`src/lpi_pkg.sv`:
```
// Shared constants and types for the line pair intersection block.
package lpi_pkg;

  localparam int COORD_WIDTH_DEF = 32;
  // Operand slice width of the partial product multiplier.
  localparam int MUL_PIECE = 17;
  // Register stages in lpi_mul from operands to product.
  localparam int MUL_LAT = 4;
  localparam int MID_DEPTH = 4;
  localparam int OUT_DEPTH = 2;

  typedef struct packed {
    logic full;
    logic empty;
  } q_stat_t;

endpackage

```
`src/lpi_fifo.sv`:
```
// Small first-in first-out queue held in flip-flops.
module lpi_fifo
  import lpi_pkg::*;
#(
  parameter int DATA_W = 8,
  parameter int DEPTH  = MID_DEPTH
) (
  input  logic              clk,
  input  logic              rst_n,
  input  logic              push,
  input  logic              pop,
  input  logic [DATA_W-1:0] wdata,
  output logic [DATA_W-1:0] rdata,
  output q_stat_t           stat
);

  localparam int PW = $clog2(DEPTH);

  logic [DATA_W-1:0] mem_r [0:DEPTH-1];
  logic [PW:0]       wr_r, rd_r;
  logic              do_push, do_pop;

  always_comb begin
    stat.empty = (wr_r == rd_r);
    stat.full  = (wr_r[PW] != rd_r[PW]) && (wr_r[PW-1:0] == rd_r[PW-1:0]);
    do_push    = push && !stat.full;
    do_pop     = pop && !stat.empty;
  end

  always_ff @(posedge clk) begin
    if (!rst_n) begin
      wr_r <= '0;
      rd_r <= '0;
    end else begin
      if (do_push) begin
        wr_r <= wr_r + (PW+1)'(1);
      end
      if (do_pop) begin
        rd_r <= rd_r + (PW+1)'(1);
      end
    end
  end

  always_ff @(posedge clk) begin
    if (do_push) begin
      mem_r[wr_r[PW-1:0]] <= wdata;
    end
  end

  assign rdata = mem_r[rd_r[PW-1:0]];

endmodule

```
`config.mk`:
```
export PLATFORM = sky130hd
export DESIGN_NAME = lpi_fifo
export DESIGN_NICKNAME = d
export VERILOG_FILES = /design/src/lpi_pkg.sv /design/src/lpi_fifo.sv
export SDC_FILE = /design/constraint.sdc
export NUM_CORES = 1
export LEC_CHECK = 0
export ABC_AREA = 1
export BUFFER_PORTS_ARGS = -buffer_cell sky130_fd_sc_hd__buf_4
export CAP_MARGIN = 20
export CORE_ASPECT_RATIO = 1.75
export CORE_MARGIN = 2
export CORE_UTILIZATION = 60
export DETAILED_ROUTE_END_ITERATION = 8
export GPL_TIMING_DRIVEN = 0
export PLACE_DENSITY = 0.93
export SYNTH_ARGS = -nofsm -noshare
export SYNTH_HDL_FRONTEND = slang
export SYNTH_SLANG_ARGS = --single-unit
```
`constraint.sdc`:
```
create_clock -name clk -period 4.8 [get_ports clk]
set_clock_uncertainty 0.05 [all_clocks]
set_input_delay 0.24 -clock clk [delete_from_list [all_inputs] [get_ports clk]]
set_output_delay 0.24 -clock clk [all_outputs]
set_load 0.1 [all_outputs]
```
==> results.sh, run 1 <==
export IMPL_status="completed"
export IMPL_startpoint_type="flip-flop"
export IMPL_track_usage=0.227
export IMPL_maxCapViolCount=0
export IMPL_r2r_start="wr_r[0]"
export IMPL_p_int_w=0.000667
export IMPL_synth_cells=150
export IMPL_clk_path_buf_depth=2
export IMPL_routedWlPerCell_um=15.9
export IMPL_grt_pass1_vias=1169
export IMPL_leakage_nw=0.836
export IMPL_die_x_um=44.0
export IMPL_holdCritPathClass="in2reg"
export IMPL_ioPinCount=22
export IMPL_use_met3=0.0388
export IMPL_finalSetupViolations=0
export IMPL_power_frac_seq=0.401
export IMPL_fmax_ghz=0.518
export IMPL_routed_wl_um=3280
export IMPL_areaGrowthSynthToFinish_pct=19.3
export IMPL_synth_seq_area_share=0.668
export IMPL_rows=25
export IMPL_vias_per_cell=5.71
export IMPL_mostFrequentLayoutCells="edfxtp_1 (32), nor2_1 (27), buf_4 (22), nand2_1 (22), o21ai_0 (14)"
export IMPL_final_util=0.744
export IMPL_synth_nets=167
export IMPL_antenna_cells=0
export IMPL_place_hpwl_um=2290
export IMPL_clockRootBuffer="clkbuf_8"
export IMPL_first_pass_iters=5
export IMPL_worstPathArrival_ns=1.64
export IMPL_synth_distinct_cells=18
export IMPL_clk_latency_ns=0.29
export IMPL_final_common_cell="edfxtp_1"
export IMPL_cts_setup_buffers=0
export IMPL_synth_area_um2=1680
export IMPL_instances_no_fill=206
export IMPL_power_switching_w=0.000355
export IMPL_ys_warnings_count=0
export IMPL_switching_share=0.347
export IMPL_drcViolationCount=0
export IMPL_cp_end_kind="primary output"
export IMPL_hold_buffers=0
export IMPL_gp_congestion=0.800
export IMPL_die_area_um2=3250
export IMPL_path_class="reg2out"
export IMPL_cts_resized=0
export IMPL_ctsHtreeMaxLevel=2
export IMPL_path_max_fanout=10
export IMPL_layout_min_cycle_time_ns=1.93
export IMPL_rsz0062_at_grt="no"
export IMPL_syn_area_per_cell_um2=11.2
export IMPL_cts_clk_slew_worst_paths_ns=0.07
export IMPL_peakVddDrop_mv=0.312
export IMPL_worst_pin_slew_ns=0.736
export IMPL_rrSetupSlack_ns=2.95
export IMPL_post_place_cells=198
export IMPL_io_buffers=21
export IMPL_hold_slack_ns=0.0964
export IMPL_fin_tns_setup_ns=0
export IMPL_drv_slew=0
export IMPL_powerDensity_nw_per_um2=511
export IMPL_hold_viol_final=0
export IMPL_worstPathRequired_ns=4.51
export IMPL_grt_ovfl_total=0
export IMPL_grt_max_degree=14
export IMPL_clock_sinks=40
export IMPL_use_met2=0.436
export IMPL_drtIter0Drc=35
export IMPL_fin_crit_sh=0.402
export IMPL_layout_drive_gt1_share=0.257
export IMPL_initial_core_util=0.624
export IMPL_core_area_um2=2690
export IMPL_nets=195
export IMPL_synth_ff_latch_count=40
export IMPL_grt_busiest_layer="met2"
export IMPL_cts_buffers=5
export IMPL_postRouteAntennaNets=0
export IMPL_power_frac_comb=0.289
export IMPL_grt_pass1_wl_um=5080
export IMPL_antenna_found_initial=0
export IMPL_die_h_um=74.0
export IMPL_grtUsageMet1=0.193
export IMPL_slew_headroom=0.508
export IMPL_tritoncts="built"
export IMPL_pwr_share_clk=0.309
export IMPL_holdCritStartpoint="wdata[0]"
export IMPL_vias=1177
stage by stage:
step	worst slack, ns	instance area [um^2]	total power (W)
6_report	2.87	2000	0.00102
5_1_grt	2.78	2000	0.00105
4_1_cts	2.86	2000	0.00103
3_5_place_dp	2.94	1870	0.000711
3_3_place_gp	2.99	1870	0.000701
2_1_floorplan	2.36	1680	0.000644
state kept, by name (all words and copies together), names as in the netlist, named ones only:
register / flops
mem_r: 32
rd_r: 3
wr_r: 3
layout make-up:
class | instances | area [um^2]
sequential | 40 | 1120
fill | 170 | 688
multi-input combinational | 92 | 484
timing repair buffer | 21 | 158
clock buffer | 6 | 72.6
clock inverter | 2 | 60.1
inverter | 16 | 60.1
tap | 27 | 33.8
buffer | 2 | 12.5
synthesized netlist by cell type, drive strengths merged:
cell    count  area, um^2
edfxtp     32         961
nor2       31         126
nand2      28         135
inv        16        60.1
o21ai      16        80.1
dfxtp       8         160
o22ai       8        50.1
ha          5        62.6
nand3       3        25.0
buf         2        12.5
a21oi       1        5.00
power by group through the flow:
stage | logic, W | clock network (W) | registers (W)
3_3_place_gp | 0.000285 | 0 | 0.000416
6_report | 0.000296 | 0.000316 | 0.000410
4_1_cts | 0.000296 | 0.000320 | 0.000410
3_5_place_dp | 0.000294 | 0 | 0.000418
5_1_grt | 0.000310 | 0.000328 | 0.000412
2_1_floorplan | 0.000231 | 0 | 0.000413
metal layers:
| metal | up-vias | wire (um) | part of all wire |
|---|---|---|---|
| li1 | 564 | - | - |
| met1 | 552 | 1110 | 0.34 |
| met2 | 47 | 1920 | 0.59 |
| met3 | 14 | 133 | 0.041 |
| met4 | 0 | 116 | 0.035 |
| met5 | - | 0 | 0 |
path summary, 6_finish.rpt:
path            endpoint  depth (start not counted)
max reg2reg  mem_r[1][1]                          6
max             rdata[3]                          5
min          mem_r[0][0]                          1
min reg2reg      rd_r[2]                          2
logic make-up (layout without fill, tap and decap cells):
logic type                 after synthesis  count (layout)  share of synthesized area
DFF                                     40              40                      0.668
buffers and inverters                   18              47                     0.0432
adders and majority gates                5               5                     0.0373
and+or+nand+nor                         62              62                      0.171
AOI/OAI and AO/OA                       25              25                     0.0805
worst max-delay path: stages (launching register included):
cell and delay (ns):
dfxtp_1 0.39, inv_2 0.14, buf_2 0.24, nor2_1 0.08, o22ai_1 0.18, buf_4 0.32
(Power assumes the default switching activity.)
==> inputs of run 2 (changes only) <==
--- a/config.mk
+++ b/config.mk
@@ -5,15 +5,15 @@
 export SDC_FILE = /design/constraint.sdc
 export NUM_CORES = 1
 export LEC_CHECK = 0
-export ABC_AREA = 1
+export ABC_AREA = 0
 export BUFFER_PORTS_ARGS = -buffer_cell sky130_fd_sc_hd__buf_4
 export CAP_MARGIN = 20
 export CORE_ASPECT_RATIO = 1.75
 export CORE_MARGIN = 2
-export CORE_UTILIZATION = 60
+export CORE_UTILIZATION = 50
 export DETAILED_ROUTE_END_ITERATION = 8
 export GPL_TIMING_DRIVEN = 0
-export PLACE_DENSITY = 0.93
+export PLACE_DENSITY = 0.84
 export SYNTH_ARGS = -nofsm -noshare
 export SYNTH_HDL_FRONTEND = slang
 export SYNTH_SLANG_ARGS = --single-unit
==> constraint.sdc (replaced) <==
create_clock -name clk -period 1.7 [get_ports clk]
set_clock_uncertainty 0.05 [all_clocks]
set_input_delay 0.085 -clock clk [delete_from_list [all_inputs] [get_ports clk]]
set_output_delay 0.085 -clock clk [all_outputs]
set_load 0.1 [all_outputs]
==> results.sh, run 2 <==
export IMPL_grtUsageMet1=0.193
export IMPL_grt_pass1_vias=1179
export IMPL_fin_tns_setup_ns=0
export IMPL_hold_slack_ns=0.0246
export IMPL_powerDensity_nw_per_um2=1810
export IMPL_synth_nets=127
export IMPL_synth_distinct_cells=28
export IMPL_vias=1103
export IMPL_async_reset_ff_frac=0
export IMPL_cts_clk_slew_worst_paths_ns=0.07
export IMPL_holdCritPathClass="in2reg"
export IMPL_drtIter0Drc=52
export IMPL_finalSetupViolations=0
export IMPL_initial_core_util=0.518
export IMPL_nets=162
export IMPL_cp_end_kind="flip-flop"
export IMPL_tritoncts="built"
export IMPL_worstPathArrival_ns=1.59
export IMPL_track_usage=0.196
export IMPL_crit_slowest_cell="and2_2"
export IMPL_vias_per_cell=5.77
export IMPL_final_util=0.685
export IMPL_hold_viol_final=0
export IMPL_worstPathRequired_ns=1.63
export IMPL_clock_sinks=40
export IMPL_path_max_fanout=8
export IMPL_die_area_um2=3950
export IMPL_antenna_found_initial=0
export IMPL_grt_ovfl_total=0
export IMPL_antenna_cells=0
export IMPL_path_class="reg2reg"
export IMPL_power_frac_comb=0.510
export IMPL_layout_drive_gt1_share=0.390
export IMPL_final_common_cell="edfxtp_1"
export IMPL_finalPower_w=0.00413
export IMPL_drcViolationCount=0
export IMPL_rows=28
export IMPL_cts_buffers=5
export IMPL_leakage_nw=0.803
export IMPL_core_area_um2=3330
export IMPL_drv_slew=0
export IMPL_grt_pass1_wl_um=5640
export IMPL_power_switching_w=0.00189
export IMPL_synth_ff_latch_count=40
export IMPL_ys_warnings_count=0
export IMPL_die_h_um=81.7
export IMPL_areaGrowthSynthToFinish_pct=32.2
export IMPL_synth_cells=110
export IMPL_synth_seq_area_share=0.650
export IMPL_fillCellCount=211
export IMPL_slew_headroom=0.728
export IMPL_pwr_share_clk=0.154
export IMPL_holdCritStartpoint="rst_n"
export IMPL_cts_setup_buffers=0
export IMPL_grt_max_degree=13
export IMPL_crit_path_start="rd_r[1]"
export IMPL_routedWlPerCell_um=18.0
export IMPL_syn_area_per_cell_um2=15.7
export IMPL_fmax_ghz=0.603
export IMPL_crit_buf_inv=1
export IMPL_power_frac_seq=0.336
export IMPL_gp_congestion=0.834
export IMPL_crit_family="simple AND/OR/NAND/NOR gates"
export IMPL_ctsHtreeMaxLevel=2
export IMPL_synth_largest_area_cell="edfxtp_1"
export IMPL_postRouteAntennaNets=0
export IMPL_maxCapViolCount=0
export IMPL_ioPinCount=22
export IMPL_ys_flop_type="edfxtp_1"
export IMPL_status="completed"
export IMPL_use_met3=0.0491
export IMPL_grt_busiest_layer="met2"
export IMPL_p_int_w=0.00225
export IMPL_max_stage_delay_ns=0.33
export IMPL_peakVddDrop_mv=2.13
export IMPL_rsz0062_at_grt="yes"
export IMPL_r2r_start="rd_r[1]"
export IMPL_fin_crit_sh=0.975
export IMPL_switching_share=0.457
export IMPL_synth_area_leaders="edfxtp_1 (56%), mux4_2 (10%), dfxtp_1 (9.3%), ha_1 (3.6%), a211o_1 (2.0%)"
export IMPL_die_x_um=48.4
export IMPL_synth_most_common_cell="edfxtp_1"
export IMPL_multi_input_area_um2=658
export IMPL_io_buffers=21
export IMPL_post_place_cells=176
export IMPL_first_pass_iters=4
export IMPL_clk_latency_ns=0.29
export IMPL_worst_pin_slew_ns=0.407
export IMPL_routed_wl_um=3450
export IMPL_synth_edf_count=32
export IMPL_final_seq_area_um2=1130
export IMPL_clockRootBuffer="clkbuf_8"
export IMPL_yosysTopAreaCellShare=0.557
export IMPL_place_hpwl_um=2320
export IMPL_startpoint_type="flip-flop"
export IMPL_mostFrequentLayoutCells="edfxtp_1 (32), buf_4 (13), mux4_2 (8), dlygate4sd3_1 (8), buf_6 (7)"
export IMPL_layout_min_cycle_time_ns=1.66
export IMPL_synth_area_um2=1720
export IMPL_crit_path_cell_trace="clkbuf_4, xnor2_2, a31oi_1, and2_2"
export IMPL_use_met2=0.389
export IMPL_largest_reg_flops=32
export IMPL_yosys_top_cells_count="edfxtp_1 (32), dfxtp_1 (8), mux4_2 (8), ha_1 (5), inv_1 (5)"
export IMPL_instances_no_fill=191
export IMPL_clk_path_buf_depth=2
-- run 2: final timing paths --
path,slack (ns),cells past startpoint,end
max,0.04,4,mem_r[2][7]
min,0.02,2,rd_r[2]
max reg2reg,0.04,4,mem_r[2][7]
min reg2reg,0.50,2,wr_r[2]
-- run 2: power by group through the flow --
stage	clock [W]	sequential [W]	combinational, W
after floorplan	0	0.00132	0.00157
after global placement	0	0.00133	0.00188
after detailed placement	0	0.00135	0.00193
after CTS	0.000651	0.00136	0.00204
after global routing	0.000693	0.00140	0.00220
final	0.000637	0.00139	0.00211
-- run 2: logic make-up after synthesis --
| family | count (synthesis) | share of synthesized area |
|---|---|---|
| AO/OA/AOI/OAI | 18 | 0.0733 |
| XOR/XNOR | 6 | 0.0305 |
| buffers and inverters | 9 | 0.0268 |
| multiplexers | 8 | 0.104 |
| adder cells (fa/ha/maj) | 5 | 0.0363 |
| AND/OR/NAND/NOR | 24 | 0.0784 |
| flip-flops | 40 | 0.650 |
-- run 2: area by class of cell --
class	count	area share
clock inverters	1	0.00329
inverters	5	0.00823
multi-input cells	61	0.289
repair buffers	29	0.125
flip-flops and latches	40	0.495
plain buffers	3	0.0170
clock buffers	7	0.0379
well taps	45	0.0247
-- run 2: what timing repair did --
item,CTS,global route
pin swaps,0,1
hold endpoints to repair,32,0
hold buffers,8,0
resized for setup,18,12
endpoints found under the setup margin,48,42
-- run 2: worst reg2reg max path: cells and delay by family (launching register included) --
kind / cells / cell delay [ns]
flops: 1 / 0.32
buf+inv: 1 / 0.19
simple gates: 1 / 0.33
xor+xnor: 1 / 0.20
compound gates: 1 / 0.26
-- run 2: through the flow --
step	worst slack (ns)	cell area [um^2]
after floorplan	-0.266	1770
after global placement	-0.110	1990
after detailed placement	-0.156	1990
after CTS	-0.000523	2230
after global routing	-0.0527	2280
final	0.0428	2280
-- run 2: per-layer routing --
metal  part of all wire  vias to the layer above
met3              0.055                        7
li1                   -                      501
met5                  0                        -
met1               0.34                      540
met4              0.015                        0
met2               0.59                       55
==> inputs of run 3 (changes only) <==
--- a/config.mk
+++ b/config.mk
@@ -10,10 +10,10 @@
 export CAP_MARGIN = 20
 export CORE_ASPECT_RATIO = 1.75
 export CORE_MARGIN = 2
-export CORE_UTILIZATION = 50
+export CORE_UTILIZATION = 40
 export DETAILED_ROUTE_END_ITERATION = 8
 export GPL_TIMING_DRIVEN = 0
-export PLACE_DENSITY = 0.84
+export PLACE_DENSITY = 0.72
 export SYNTH_ARGS = -nofsm -noshare
 export SYNTH_HDL_FRONTEND = slang
 export SYNTH_SLANG_ARGS = --single-unit
==> results.sh, run 3 (same netlist as run 2, synthesis figures left out) <==
export IMPL_layout_drive_gt1_share=0.390
export IMPL_clk_latency_ns=0.28
export IMPL_grt_pass1_wl_um=5540
export IMPL_grt_max_degree=13
export IMPL_max_stage_delay_ns=0.33
export IMPL_p_int_w=0.00221
export IMPL_power_frac_comb=0.506
export IMPL_finalSetupViolations=0
export IMPL_fmax_ghz=0.603
export IMPL_vias_per_cell=5.55
export IMPL_hold_viol_final=0
export IMPL_power_switching_w=0.00185
export IMPL_peakVddDrop_mv=1.85
export IMPL_fin_crit_sh=0.976
export IMPL_status="completed"
export IMPL_final_common_cell="edfxtp_1"
export IMPL_worstPathArrival_ns=1.58
export IMPL_core_area_um2=4150
export IMPL_grt_pass1_vias=1183
export IMPL_holdCritPathClass="in2reg"
export IMPL_vias=1083
export IMPL_layout_min_cycle_time_ns=1.66
export IMPL_die_x_um=53.6
export IMPL_io_buffers=21
export IMPL_die_h_um=90.9
export IMPL_worstPathRequired_ns=1.62
export IMPL_first_pass_iters=4
export IMPL_crit_path_cell_trace="clkbuf_4, xnor2_2, a31oi_1, and2_2"
export IMPL_cts_clk_slew_worst_paths_ns=0.08
export IMPL_cts_buffers=5
export IMPL_tritoncts="built"
export IMPL_mostFrequentLayoutCells="edfxtp_1 (32), buf_4 (12), buf_6 (11)"
export IMPL_startpoint_type="flip-flop"
export IMPL_worst_pin_slew_ns=0.397
export IMPL_routedWlPerCell_um=17.4
export IMPL_clockRootBuffer="clkbuf_8"
export IMPL_cp_end_kind="flip-flop"
export IMPL_postRouteAntennaNets=0
export IMPL_nets=162
export IMPL_placedInstanceArea_um2=1990
export IMPL_routed_wl_um=3390
export IMPL_clock_sinks=40
export IMPL_fin_area_um2=2260
export IMPL_antenna_found_initial=0
export IMPL_place_hpwl_um=2440
export IMPL_drcViolationCount=0
export IMPL_clk_path_buf_depth=2
export IMPL_path_class="reg2reg"
export IMPL_areaGrowthSynthToFinish_pct=31.1
export IMPL_switching_share=0.456
export IMPL_crit_slowest_cell="and2_2"
export IMPL_die_area_um2=4870
export IMPL_power_frac_seq=0.339
export IMPL_ioPinCount=22
export IMPL_track_usage=0.161
export IMPL_rsz0062_at_grt="yes"
export IMPL_ctsHtreeMaxLevel=2
export IMPL_crit_family="simple AND/OR/NAND/NOR gates"
export IMPL_drv_slew=0
export IMPL_gp_congestion=0.803
export IMPL_rows=31
export IMPL_powerDensity_nw_per_um2=1790
export IMPL_maxCapViolCount=0
export IMPL_crit_buf_inv=1
export IMPL_antenna_cells=0
export IMPL_drtIter0Drc=47
export IMPL_fin_tns_setup_ns=0
export IMPL_initial_core_util=0.415
export IMPL_pwr_share_clk=0.155
export IMPL_slew_headroom=0.734
export IMPL_largest_reg_flops=32
export IMPL_path_max_fanout=8
export IMPL_leakage_nw=0.802
export IMPL_grt_ovfl_total=0
[run 3: worst paths after layout]
check           from          end  slack [ns]  depth (start not counted)
max          rd_r[1]  mem_r[1][7]        0.04                          4
min reg2reg  wr_r[2]      wr_r[2]        0.51                          2
min            rst_n      rd_r[2]        0.02                          2
max reg2reg  rd_r[1]  mem_r[1][7]        0.04                          4
[run 3: area by class of cell]
cell class,count,area (um^2)
buffer,3,30.0
clock buffer,6,82.6
clock inverter,2,10.0
fill,335,1890
inverter,5,18.8
multi-input combinational,61,658
sequential,40,1130
tap,49,61.3
timing repair buffer,29,272
[run 3: stage by stage]
| step | hold slack [ns] | total power [W] | cells | util | worst slack [ns] |
|---|---|---|---|---|---|
| 3_5_place_dp | 0.241 | 0.00328 | 180 | 0.480 | -0.162 |
| 4_1_cts | 0.0151 | 0.00399 | 195 | 0.535 | 0.00383 |
| 5_1_grt | 0.0172 | 0.00424 | 195 | 0.544 | -0.0433 |
| 2_1_floorplan | 0.134 | 0.00289 | 110 | - | -0.266 |
| 6_report | 0.0186 | 0.00405 | 195 | 0.544 | 0.0412 |
| 3_3_place_gp | 0.235 | 0.00322 | 180 | 0.480 | -0.113 |
[run 3: per-layer routing]
metal / vias up / wire length (um) / GRT usage
li1: 502 / - / -
met1: 534 / 1190 / 0.176
met2: 42 / 1970 / 0.279
met3: 5 / 155 / 0.0248
met4: 0 / 65 / 0.0897
met5: - / 0 / 0
[run 3: power groups by stage]
| stage | clock (W) | sequential [W] | combinational (W) |
|---|---|---|---|
| 3_3_place_gp | 0 | 0.00133 | 0.00189 |
| 3_5_place_dp | 0 | 0.00135 | 0.00193 |
| 5_1_grt | 0.000683 | 0.00140 | 0.00216 |
| 4_1_cts | 0.000643 | 0.00136 | 0.00199 |
| 6_report | 0.000626 | 0.00137 | 0.00205 |
| 2_1_floorplan | 0 | 0.00132 | 0.00157 |
[run 3: repair_timing]
action	in CTS	in global routing
setup buffers	0	0
pin swaps	0	0
hold buffers	8	0
resized for setup	13	11
endpoints found under the setup margin	47	42
endpoints found under the hold margin	32	0
